--- config.mk ---
export PLATFORM = sky130hd
export DESIGN_NAME = sorted_list_insert_delete_flat
export DESIGN_NICKNAME = d
export VERILOG_FILES = /design/src/rtl/sli_pkg.sv /design/src/rtl/sli_if.sv /design/src/rtl/sorted_list_insert_delete.sv /design/src/rtl/sli_ram.sv /design/src/rtl/sli_cmp.sv /design/src/flat_wrapper.sv
export VERILOG_INCLUDE_DIRS = /design/src /design/src/rtl
export SDC_FILE = /design/constraint.sdc
export NUM_CORES = 2
export LEC_CHECK = 0
export BUFFER_PORTS_ARGS = -buffer_cell sky130_fd_sc_hd__buf_4
export CAP_MARGIN = 20
export CORE_ASPECT_RATIO = 0.6
export CORE_UTILIZATION = 30
export DETAILED_ROUTE_END_ITERATION = 6
export GPL_TIMING_DRIVEN = 0
export PLACE_DENSITY_LB_ADDON = 0.1
export SYNTH_ARGS = -nofsm -noshare
export SYNTH_HDL_FRONTEND = slang
export SYNTH_SLANG_ARGS = --single-unit
--- constraint.sdc ---
create_clock -name clk -period 6.64 [get_ports clk]
set_input_delay 1.328 -clock clk [delete_from_list [all_inputs] [get_ports clk]]
set_output_delay 1.328 -clock clk [all_outputs]
set_load 0.05 [all_outputs]
--- src/rtl/assert_macros.svh ---
// Assertion helpers shared by the RTL. Each macro expects clk and arst_n in scope.
`ifndef ASSERT_MACROS_SVH
`define ASSERT_MACROS_SVH

// Same-cycle implication, disabled while reset is asserted.
`define SLI_ASSERT_IMPL(name, ante, cons, msg) \
	name: assert property (@(posedge clk) disable iff (!arst_n) (ante) |-> (cons)) \
		else $error(msg);

// Next-cycle implication, disabled while reset is asserted.
`define SLI_ASSERT_NEXT(name, ante, cons, msg) \
	name: assert property (@(posedge clk) disable iff (!arst_n) (ante) |=> (cons)) \
		else $error(msg);

`endif

--- src/rtl/sli_pkg.sv ---
`timescale 1ns / 1ps

package sli_pkg;

	localparam int CAPACITY = 64;

	localparam int VALUE_W  = 32;
	localparam int STATUS_W = 2;
	localparam int COUNT_W  = 7;

	localparam logic CMD_INSERT = 1'b0;
	localparam logic CMD_DELETE = 1'b1;

	typedef enum logic [STATUS_W-1:0] {
		STATUS_OK      = 2'd0,
		STATUS_NOMATCH = 2'd1,
		STATUS_FULL    = 2'd2
	} status_t;

	typedef enum logic [1:0] {
		ST_IDLE,
		ST_READ,
		ST_EVAL,
		ST_FIN
	} state_t;

	typedef struct packed {
		logic lt;
		logic eq;
	} cmp_res_t;

endpackage

--- src/rtl/sli_if.sv ---
`timescale 1ns / 1ps

interface sli_req_if;
	logic                                valid;
	logic                                ready;
	logic                                cmd;
	logic signed [sli_pkg::VALUE_W-1:0]  value;

	modport source (output valid, output cmd, output value, input ready);
	modport sink   (input valid, input cmd, input value, output ready);
endinterface

interface sli_rsp_if;
	logic                                valid;
	logic                                ready;
	logic [sli_pkg::STATUS_W-1:0]        status;
	logic [sli_pkg::COUNT_W-1:0]         count;
	logic signed [sli_pkg::VALUE_W-1:0]  smallest;

	modport source (output valid, output status, output count, output smallest, input ready);
	modport sink   (input valid, input status, input count, input smallest, output ready);
endinterface

--- src/rtl/sorted_list_insert_delete.sv ---
`timescale 1ns / 1ps

// Sorted table of up to CAPACITY signed 32-bit values, kept in ascending order in a
// single-port-pair RAM. An insert (cmd 0) places the value ahead of the first stored
// value that is not smaller; a delete (cmd 1) removes the first equal value. Each
// request yields one response with status, count after the request and the smallest
// stored value (zero when empty). Requests are handled one at a time by a sequencer
// that walks the RAM with one shared comparator, one entry at a time (a read state,
// then an evaluate-and-write state, since the RAM read is registered). An insert
// into a full table or a delete from an empty one skips the scan and goes straight
// to the response state. The RAM needs no clearing after reset; entries at or
// above the count are never used.
module sorted_list_insert_delete #(
	parameter int CAPACITY = sli_pkg::CAPACITY
) (
	input  logic            clk,
	input  logic            arst_n,
	sli_req_if.sink         req,
	sli_rsp_if.source       rsp
);

	localparam int AW = (CAPACITY > 1) ? $clog2(CAPACITY) : 1;
	localparam int CW = $clog2(CAPACITY + 1);
	localparam int VW = sli_pkg::VALUE_W;

	sli_pkg::state_t       state_q, state_d;
	logic [CW-1:0]         fill_q;
	logic [CW-1:0]         idx_q;
	logic                  cmd_q;
	logic signed [VW-1:0]  value_q;
	logic [VW-1:0]         carry_q;
	logic                  hit_q;
	sli_pkg::status_t      status_q;
	logic signed [VW-1:0]  smallest_q;

	logic                  rsp_valid_q;
	logic [sli_pkg::STATUS_W-1:0] rsp_status_q;
	logic [sli_pkg::COUNT_W-1:0]  rsp_count_q;
	logic signed [VW-1:0]  rsp_smallest_q;

	logic                  req_xfer;
	logic                  full;
	logic                  empty;
	logic                  early_done;
	logic                  last;
	logic                  place;
	logic                  hit_d;
	logic                  rsp_load;

	logic                  wr_en;
	logic [AW-1:0]         wr_addr;
	logic [VW-1:0]         wr_data;
	logic [AW-1:0]         rd_addr;
	logic [VW-1:0]         rd_data;
	sli_pkg::cmp_res_t     cmp_res;

	sli_ram #(
		.WIDTH (VW),
		.DEPTH (CAPACITY)
	) u_ram (
		.clk     (clk),
		.wr_en   (wr_en),
		.wr_addr (wr_addr),
		.wr_data (wr_data),
		.rd_addr (rd_addr),
		.rd_data (rd_data)
	);

	sli_cmp u_cmp (
		.a   ($signed(rd_data)),
		.b   (value_q),
		.res (cmp_res)
	);

	assign req_xfer   = req.valid && req.ready;
	assign full       = (fill_q >= CW'(CAPACITY));
	assign empty      = (fill_q == '0);
	assign early_done = (req.cmd == sli_pkg::CMD_INSERT) ? full : empty;
	assign rsp_load   = (state_q == sli_pkg::ST_FIN) && (!rsp_valid_q || rsp.ready);

	// Next state.
	always_comb begin
		state_d = state_q;
		case (state_q)
			sli_pkg::ST_IDLE: begin
				if (req_xfer) begin
					state_d = early_done ? sli_pkg::ST_FIN : sli_pkg::ST_READ;
				end
			end
			sli_pkg::ST_READ: begin
				state_d = sli_pkg::ST_EVAL;
			end
			sli_pkg::ST_EVAL: begin
				state_d = last ? sli_pkg::ST_FIN : sli_pkg::ST_READ;
			end
			sli_pkg::ST_FIN: begin
				if (rsp_load) begin
					state_d = sli_pkg::ST_IDLE;
				end
			end
			default: begin
				state_d = sli_pkg::ST_IDLE;
			end
		endcase
	end

	// Outputs: handshake and RAM control.
	always_comb begin
		req.ready = 1'b0;
		rd_addr   = idx_q[AW-1:0];
		wr_en     = 1'b0;
		wr_addr   = idx_q[AW-1:0];
		wr_data   = carry_q;
		place     = 1'b0;
		last      = 1'b0;
		hit_d     = hit_q;
		case (state_q)
			sli_pkg::ST_IDLE: begin
				req.ready = 1'b1;
			end
			sli_pkg::ST_EVAL: begin
				if (cmd_q == sli_pkg::CMD_INSERT) begin
					// The new value goes ahead of the first entry that is not smaller;
					// every later entry moves up by one through the carry register.
					last  = (idx_q == fill_q);
					place = !hit_q && (last || !cmp_res.lt);
					hit_d = hit_q || place;
					if (place) begin
						wr_en   = 1'b1;
						wr_data = value_q;
					end else if (hit_q) begin
						wr_en   = 1'b1;
					end
				end else begin
					// Once the match is found, every later entry moves down by one.
					last  = ((idx_q + CW'(1)) == fill_q);
					hit_d = hit_q || cmp_res.eq;
					if (hit_q) begin
						wr_en   = 1'b1;
						wr_addr = AW'(idx_q - CW'(1));
						wr_data = rd_data;
					end
				end
			end
			default: begin
			end
		endcase
	end

	always_ff @(posedge clk or negedge arst_n) begin
		if (!arst_n) begin
			state_q     <= sli_pkg::ST_IDLE;
			fill_q      <= '0;
			hit_q       <= 1'b0;
			rsp_valid_q <= 1'b0;
		end else begin
			state_q <= state_d;
			if (req_xfer) begin
				hit_q <= 1'b0;
			end else if (state_q == sli_pkg::ST_EVAL) begin
				hit_q <= hit_d;
			end
			if ((state_q == sli_pkg::ST_EVAL) && last) begin
				if (cmd_q == sli_pkg::CMD_INSERT) begin
					fill_q <= fill_q + CW'(1);
				end else if (hit_d) begin
					fill_q <= fill_q - CW'(1);
				end
			end
			if (rsp_load) begin
				rsp_valid_q <= 1'b1;
			end else if (rsp.ready) begin
				rsp_valid_q <= 1'b0;
			end
		end
	end

	always_ff @(posedge clk) begin
		if (req_xfer) begin
			cmd_q   <= req.cmd;
			value_q <= req.value;
			idx_q   <= '0;
			if (req.cmd == sli_pkg::CMD_INSERT) begin
				status_q <= sli_pkg::STATUS_FULL;
			end else begin
				status_q <= sli_pkg::STATUS_NOMATCH;
			end
		end
		if (state_q == sli_pkg::ST_EVAL) begin
			idx_q   <= idx_q + CW'(1);
			carry_q <= rd_data;
			if (last) begin
				if ((cmd_q == sli_pkg::CMD_INSERT) || hit_d) begin
					status_q <= sli_pkg::STATUS_OK;
				end else begin
					status_q <= sli_pkg::STATUS_NOMATCH;
				end
			end
		end
		// Shadow copy of the head entry, so the response needs no extra RAM read.
		if (wr_en && (wr_addr == '0)) begin
			smallest_q <= $signed(wr_data);
		end
		if (rsp_load) begin
			rsp_status_q   <= status_q;
			rsp_count_q    <= sli_pkg::COUNT_W'(fill_q);
			rsp_smallest_q <= empty ? '0 : smallest_q;
		end
	end

	assign rsp.valid    = rsp_valid_q;
	assign rsp.status   = rsp_status_q;
	assign rsp.count    = rsp_count_q;
	assign rsp.smallest = rsp_smallest_q;

`include "assert_macros.svh"

	`SLI_ASSERT_IMPL(a_fill_bound, 1'b1, fill_q <= CW'(CAPACITY), "fill exceeds capacity")
	`SLI_ASSERT_IMPL(a_write_in_range, wr_en, idx_q <= fill_q, "RAM write beyond the stored range")
	`SLI_ASSERT_NEXT(a_fill_step, state_q != sli_pkg::ST_EVAL, $stable(fill_q), "fill changed outside an evaluate step")

endmodule

--- src/rtl/sli_ram.sv ---
`timescale 1ns / 1ps

module sli_ram #(
	parameter int WIDTH = sli_pkg::VALUE_W,
	parameter int DEPTH = sli_pkg::CAPACITY
) (
	input  logic                     clk,
	input  logic                     wr_en,
	input  logic [$clog2(DEPTH)-1:0] wr_addr,
	input  logic [WIDTH-1:0]         wr_data,
	input  logic [$clog2(DEPTH)-1:0] rd_addr,
	output logic [WIDTH-1:0]         rd_data
);

	logic [WIDTH-1:0] mem [DEPTH];

	always_ff @(posedge clk) begin
		if (wr_en) begin
			mem[wr_addr] <= wr_data;
		end
		rd_data <= mem[rd_addr];
	end

endmodule

--- src/rtl/sli_cmp.sv ---
`timescale 1ns / 1ps

// Shared comparator: every scan step of the sequencer goes through this unit.
module sli_cmp (
	input  logic signed [sli_pkg::VALUE_W-1:0] a,
	input  logic signed [sli_pkg::VALUE_W-1:0] b,
	output sli_pkg::cmp_res_t                  res
);

	assign res.lt = (a < b);
	assign res.eq = (a == b);

endmodule
--- src/flat_wrapper.sv ---
// flat-port wrapper written by rule: the top's interface ports become plain ports
module sorted_list_insert_delete_flat 
#(
	parameter int CAPACITY = sli_pkg::CAPACITY
)
  (clk, arst_n, req_valid, req_cmd, req_value, req_ready, rsp_valid, rsp_status, rsp_count, rsp_smallest, rsp_ready);
  sli_req_if req_i ();
  sli_rsp_if rsp_i ();
  input  logic clk;
  input  logic arst_n;
  input wire logic [$bits(req_i.valid)-1:0] req_valid;
  input wire logic [$bits(req_i.cmd)-1:0] req_cmd;
  input wire logic [$bits(req_i.value)-1:0] req_value;
  output wire logic [$bits(req_i.ready)-1:0] req_ready;
  output wire logic [$bits(rsp_i.valid)-1:0] rsp_valid;
  output wire logic [$bits(rsp_i.status)-1:0] rsp_status;
  output wire logic [$bits(rsp_i.count)-1:0] rsp_count;
  output wire logic [$bits(rsp_i.smallest)-1:0] rsp_smallest;
  input wire logic [$bits(rsp_i.ready)-1:0] rsp_ready;
  assign req_i.valid = req_valid;
  assign req_i.cmd = req_cmd;
  assign req_i.value = req_value;
  assign req_ready = req_i.ready;
  assign rsp_valid = rsp_i.valid;
  assign rsp_status = rsp_i.status;
  assign rsp_count = rsp_i.count;
  assign rsp_smallest = rsp_i.smallest;
  assign rsp_i.ready = rsp_ready;
  sorted_list_insert_delete #(.CAPACITY(CAPACITY)) u_core (.clk(clk), .arst_n(arst_n), .req(req_i), .rsp(rsp_i));
endmodule
Word level (Yosys, flattened, before mapping)
Memories as Yosys holds them, arrays and structs flattened. A register that Yosys moved wholly into a read port is not among the register bits.
Index checks and enable logic that the tools add are counted.
{"block": "totals", "mem_bits_rw": 2048, "wordCells": 87, "reg_bits": 158, "out_inout_bits": 43, "memories": 1}
{"memory": "u_core.u_ram.mem", "depth": 64, "word_bits": 32, "read_ports": 1, "rd_ports_with_merged_regs": 1, "write_ports": 1, "line": "sli_ram.sv:15", "text": "logic [WIDTH-1:0] mem [DEPTH];"}
{"block": "op_classes", "addsub": 4, "order_cmp": 2, "n_mux": 37, "bitwise_logic": 1, "reduce_logical": 20, "n_eq_ne": 9}
{"operator": "two-way mux 32 bit", "count": 4}
{"operator": "== test 32 bit", "count": 1}
{"operator": "< comparator 32 bit", "count": 1}
{"operator": "two-way mux 7 bit", "count": 4}
{"operator": "two-way mux 6 bit", "count": 3}
{"operator": "two-way mux 1 bit", "count": 17}
{"operator": "two-way mux 2 bit", "count": 8}
{"operator": "adder 7 x 1 -> 7 bit, second input constant", "count": 2}
{"operator": "== test 7 bit", "count": 2}
{"operator": "case mux 2 bit (4 select lines)", "count": 1}
{"operator": "greater-or-equal comparator 7 bit, second input constant", "count": 1}
{"operator": "zero test 7 bit", "count": 1}
{"operator": "subtractor 7 x 1 -> 7 bit, second input constant", "count": 1}
{"operator": "zero test 6 bit", "count": 1}
{"operator": "subtractor 6 x 1 -> 6 bit, second input constant", "count": 1}
{"operator": "logical AND 1 bit", "count": 5}
{"operator": "logical OR 1 bit", "count": 5}
{"operator": "== test 2 bit, second input constant", "count": 2}
{"operator": "!= test 2 x 1 -> 1 bit, second input constant", "count": 2}
{"operator": "AND reduction 2 bit", "count": 2}
{"operator": "nonzero test 2 bit", "count": 2}
{"operator": "zero test 1 bit", "count": 3}
{"operator": "== test 2 x 1 -> 1 bit, second input constant", "count": 1}
{"operator": "zero test 2 bit", "count": 1}
{"operator": "other kinds (2)", "count": 2}

Logic depth before layout (Yosys ltp)
{"block": "depth", "ltp_word": 11, "mapped_depth": 11}

By module
A second synthesis with hierarchy kept.
{"block": "unflattened", "hier_cells": 3963, "area_unflattened_um2": 86436.6}
{"module": "sli_ram", "area_each_um2": 78515.3, "cells_each": 3324, "n_inst": 1}
{"module": "sorted_list_insert_delete", "area_each_um2": 7100.6, "cells_each": 526, "n_inst": 1}
{"module": "sli_cmp", "area_each_um2": 820.8, "cells_each": 113, "n_inst": 1}

Least setup slack after synthesis
OpenSTA, ideal clock, no wires.
{"block": "synth_path", "path_type": "reg-to-reg", "from": "reg u_core.value_q[20]", "to": "mem u_core.u_ram.mem[32][0] (netlist bit) (enable)", "synth_period_minus_slack_ps": 4962, "t_arrival_ps": 4501, "path_stages_with_launch": 12, "path_buffers": 2, "setup_slack_ps": 1678, "path_cell_list": "edfxtp_1 inv_1 ha_1 nand4_1 nor4_1 nand2_1 a311o_1 o2111ai_1 nor3_1 clkbuf_1 buf_1 nor3_1"}
{"block": "synth_between", "elab_chain_len": 9}
{"element": "from (decl)", "line": "sorted_list_insert_delete.sv:30", "text": "logic signed [VW-1:0] value_q;"}
{"element": "from (signal assigned)", "line": "sorted_list_insert_delete.sv:181", "text": "value_q <= req.value;"}
{"element": "< comparator 32 bit", "line": "sli_cmp.sv:10", "text": "assign res.lt = (a < b);"}
{"element": "zero test 1 bit", "line": "sorted_list_insert_delete.sv:126", "text": "place = !hit_q && (last || !cmp_res.lt);"}
{"element": "logical OR 1 bit", "line": "sorted_list_insert_delete.sv:126"}
{"element": "logical AND 1 bit", "line": "sorted_list_insert_delete.sv:126"}
{"element": "two-way mux 1 bit", "line": "sorted_list_insert_delete.sv:128", "text": "if (place) begin"}
{"element": "two-way mux 1 bit", "line": "sorted_list_insert_delete.sv:122", "text": "if (cmd_q == sli_pkg::CMD_INSERT) begin"}
{"element": "two-way mux 1 bit", "line": "sorted_list_insert_delete.sv:117", "text": "case (state_q)"}
{"element": "two-way mux 1 bit", "line": "sli_ram.sv:18", "text": "if (wr_en) begin"}
{"element": "two-way mux 1 bit (not written as such)", "line": "sli_ram.sv:19", "text": "mem[wr_addr] <= wr_data;"}
{"element": "to (decl)", "line": "sli_ram.sv:15"}
No other way between the ends.

Final worst setup path
{"block": "layout_path", "from": "reg u_core.idx_q[2]", "to": "mem u_core.u_ram.mem[60][16] (netlist bit) (enable)"}
{"block": "layout_between", "elab_chain_len": 8, "word_cells_on_any_way": 12}
{"element": "from (decl)", "line": "sorted_list_insert_delete.sv:28", "text": "logic [CW-1:0] idx_q;"}
{"element": "from (signal assigned)", "line": "sorted_list_insert_delete.sv:190", "text": "idx_q <= idx_q + CW'(1);"}
{"element": "== test 7 bit", "line": "sorted_list_insert_delete.sv:125", "text": "last = (idx_q == fill_q);"}
{"element": "logical OR 1 bit", "line": "sorted_list_insert_delete.sv:126"}
{"element": "logical AND 1 bit", "line": "sorted_list_insert_delete.sv:126"}
{"element": "two-way mux 1 bit", "line": "sorted_list_insert_delete.sv:128"}
{"element": "two-way mux 1 bit", "line": "sorted_list_insert_delete.sv:122"}
{"element": "two-way mux 1 bit", "line": "sorted_list_insert_delete.sv:117"}
{"element": "two-way mux 1 bit", "line": "sli_ram.sv:18"}
{"element": "two-way mux 1 bit (not written as such)", "line": "sli_ram.sv:19"}
Parallel ways exist; a longest one is shown, timed or not.

==> out/metrics.cfg <==
[placed_design]
hpwl_um=237000
placed_cell_area_um2=98200
routabilityCongestion=0.915
io_buffers=79
dp.cells=8770
place_ws_ns=0.962

[drt]
drt-initial-drc-count=7647
vias=49120
drc_errors=0
final_antenna_net_count=0
wl_per_cell_um=35.1
drt-vias-per-instance=5.35
wl_um=322000
first_pass_iters=6

[logic_synthesis]
synth_area_leaders=edfxtp_1 76%, mux4_2 8.2%, mux2i_1 5.3%
synth_top_cell_area_share=0.756
synth_edf_count=2193
yosysUniqueCellTypes=61
syn_area_um2=87100
synth_warnings=0
seq_area_frac_synth=0.767
avgSynthCellArea_um2=19.5
synth_nets=4541
yosys.area.top_type=edfxtp_1
ys.flop_type=edfxtp_1
syn_inst=4464
async_flop_share=0.00492
ys_seq_elements=2238

[worst_setup_path]
cpMostUsedCell=buf_6
cp.arrival_ns=6.51
rr_startpoint=u_core.idx_q[2]
critPathMaxStageDelay_ns=0.92
worstPathCellList=clkbuf_1, buf_2, clkbuf_2, buf_1, nand3_1, o21ai_0, nand2_1, nor3_2, buf_6, buf_6
crit_fanout=10
crit_family=buffers and inverters
reg2regPathDepth=10
worst-setup-path-type=reg2reg
cpMaxStageDelayCell=buf_1
endpoint_kind=flip-flop
crit_path_start_kind=flip-flop
cp_num_buf_inv=6
rr_endpoint=u_core.u_ram.mem[60][16]
worstPathRequired_ns=7.23
reg2reg_slack_ns=0.72

[cells_and_area]
fin_area_um2=105000
syn2layout_area_growth_pct=20.5
stdcell_count=9176
final_nets=5223
fill_cells=26493
layout-drive-gt1-share=0.242

[clocking]
clkLatencyLatePin_ns=0.89
numCtsBuffers=217
clockRootBuffer=clkbuf_16
cts_tree=built
clkTransAtPathRegs_ns=0.06
clkSinkCount=2238
postCtsHoldBufs=0
clockBufferDepth=4
cts_resized=0
post-cts-setup-buffers=0
htreeDepth=4

[global_routing]
grt_pass1_wl_um=428000
grt_max_degree=66
grt_pass1_vias=45821
antenna_found_initial=51
grt_use_total=0.216
overflow=0

[die]
coreArea_um2=287000
die_h_um=419
top_level_ports=80
start_util=0.303
dieArea_um2=293000
die_x_um=698
fp-row-count=152

[pwr]
leakagePower_nw=33.7
finalPower_mw=52.2
powerDensity_nw_per_um2=497
max-vdd-ir-drop_v=0.000339

[sta]
rsz0062_at_grt=no
timing.fmax_ghz=0.169
relSlewSlack=0.137
setup_slack_ns=0.718
drv_slew=0
hold_violations=0
final.period_utilization=0.892
worst_slew_pin_slew_ns=1.29
finClkSkew_ns=0.0569
final.min_clock_period_ns=5.92
setup_viol=0
fin_tns_setup_ns=0

[job]
maxCapViolations=0

[worst_hold_path]
hold_class=in2async

[outcome]
status=finished clean

## final cells by class
| cell class | count | area [um^2] | area share |
|---|---|---|---|
| clock inverters | 117 | 955 | 0.00909 |
| clock buffers | 268 | 5720 | 0.0544 |
| inverters | 46 | 173 | 0.00164 |
| well taps | 3850 | 4820 | 0.0459 |
| diodes | 14 | 35.0 | 0.000334 |
| plain buffers | 260 | 1100 | 0.0105 |
| flip-flops and latches | 2238 | 66800 | 0.636 |
| multi-input cells | 1920 | 19700 | 0.188 |
| repair buffers | 463 | 5660 | 0.0539 |
## per-layer routing
layer  vias up  part of all wire  GRT usage
li1      19915                 -          -
met1     26411              0.50      0.358
met2      2441              0.37      0.274
met3       337              0.11     0.0640
met4        16             0.015     0.0326
met5         -           0.00034          0
## synth_stat cells, types with 2 or more instances
cell      instances
a211o_1           3
a211oi_1          3
a21o_1            5
a21oi_1         175
a31oi_1           2
and2_1           32
buf_1            35
buf_2            68
buf_4             2
clkbuf_1        154
dfrtp_1          11
dfxtp_1          34
edfxtp_1       2193
ha_1             39
inv_1            45
mux2_2            7
mux2i_1         461
mux4_2          319
nand2_1         187
nand2b_1          4
nand3_1          11
nand4_1           6
nand4b_1          2
nor2_1           92
nor2b_1           3
nor3_1           70
nor3b_1           2
nor4_1            3
o211ai_1          2
o21ai_0          54
o21ai_1           2
o221a_2          32
o221ai_1        228
o22ai_1         119
o32ai_1           3
or2_2             2
or4_1             2
xnor2_1          18
xor2_1           12
## kinds of logic (layout without fill, tap and decap cells)
| kind of cell | Yosys count | after routing | synth area share |
|---|---|---|---|
| other | 0 | 14 | 0 |
| xor gates and xnor gates | 30 | 30 | 0.00302 |
| buffers and inverters | 306 | 1154 | 0.0143 |
| and+or+nand+nor | 423 | 423 | 0.0215 |
| muxes | 788 | 788 | 0.136 |
| AOI/OAI and AO/OA | 639 | 639 | 0.0518 |
| DFF | 2238 | 2238 | 0.767 |
| adders and majority gates | 40 | 40 | 0.00583 |
## worst max-delay path by stage
stage / startpoint / to / slack (ns) / cells after the start
floorplan: u_core.value_q[20] / u_core.u_ram.mem[32][0] / 1.68 / 11
global placement: u_core.idx_q[2] / u_core.u_ram.mem[31][22] / -5.29 / 8
detailed placement: u_core.idx_q[2] / u_core.u_ram.mem[60][16] / 0.96 / 10
CTS: u_core.idx_q[2] / u_core.u_ram.mem[60][16] / 0.94 / 10
global route: u_core.idx_q[2] / u_core.u_ram.mem[44][18] / 0.79 / 11
finish: u_core.idx_q[2] / u_core.u_ram.mem[60][16] / 0.72 / 10
## worst register-to-register path, stage by stage (launching register included)
cell and delay, ns:
edfxtp_1 0.34, clkbuf_1 0.70, buf_2 0.68, clkbuf_2 0.80, buf_1 0.92, nand3_1 0.16
o21ai_0 0.34, nand2_1 0.35, nor3_2 0.87, buf_6 0.28, buf_6 0.19
## registers in the layout, indices dropped and copies added (netlist names)
| register | flops |
|---|---|
| u_core.fill_q | 7 |
| u_core.state_q | 2 |
| u_core.u_ram.rd_data | 32 |
| u_core.idx_q | 7 |
| u_core.rsp.valid | 1 |
| u_core.hit_q | 1 |
| u_core.u_ram.mem | 2048 |
| u_core.smallest_q | 32 |
| u_core.rsp.smallest | 32 |
| u_core.value_q | 32 |
| u_core.status_q | 2 |
| u_core.cmd_q | 1 |
| u_core.carry_q | 32 |
| u_core.rsp.status | 2 |
| u_core.rsp.count | 7 |
## layout by cell type, fill, tap and decap left out, types with 119 or more instances in the layout
cell type and n:
edfxtp_1 2193, mux2i_1 461, mux4_2 319, buf_6 257, o221ai_1 228, clkbuf_16 220
nand2_1 187, clkbuf_1 185, a21oi_1 157, o22ai_1 119
## power breakdown
group / total, mW / switching [mW] / internal [mW]
sequential: 18.9 / 0.322 / 18.6
combinational: 21.0 / 15.1 / 5.97
clock: 12.2 / 5.52 / 6.69
## stage by stage
step	utilization	hold slack [ns]
3_5_place_dp	0.342	0.433
6_report	0.365	0.301
4_1_cts	0.365	0.242
5_1_grt	0.365	0.262
3_3_place_gp	0.322	0.428
2_1_floorplan	-	0.408
Note: power is estimated with default switching activity, not from simulation.
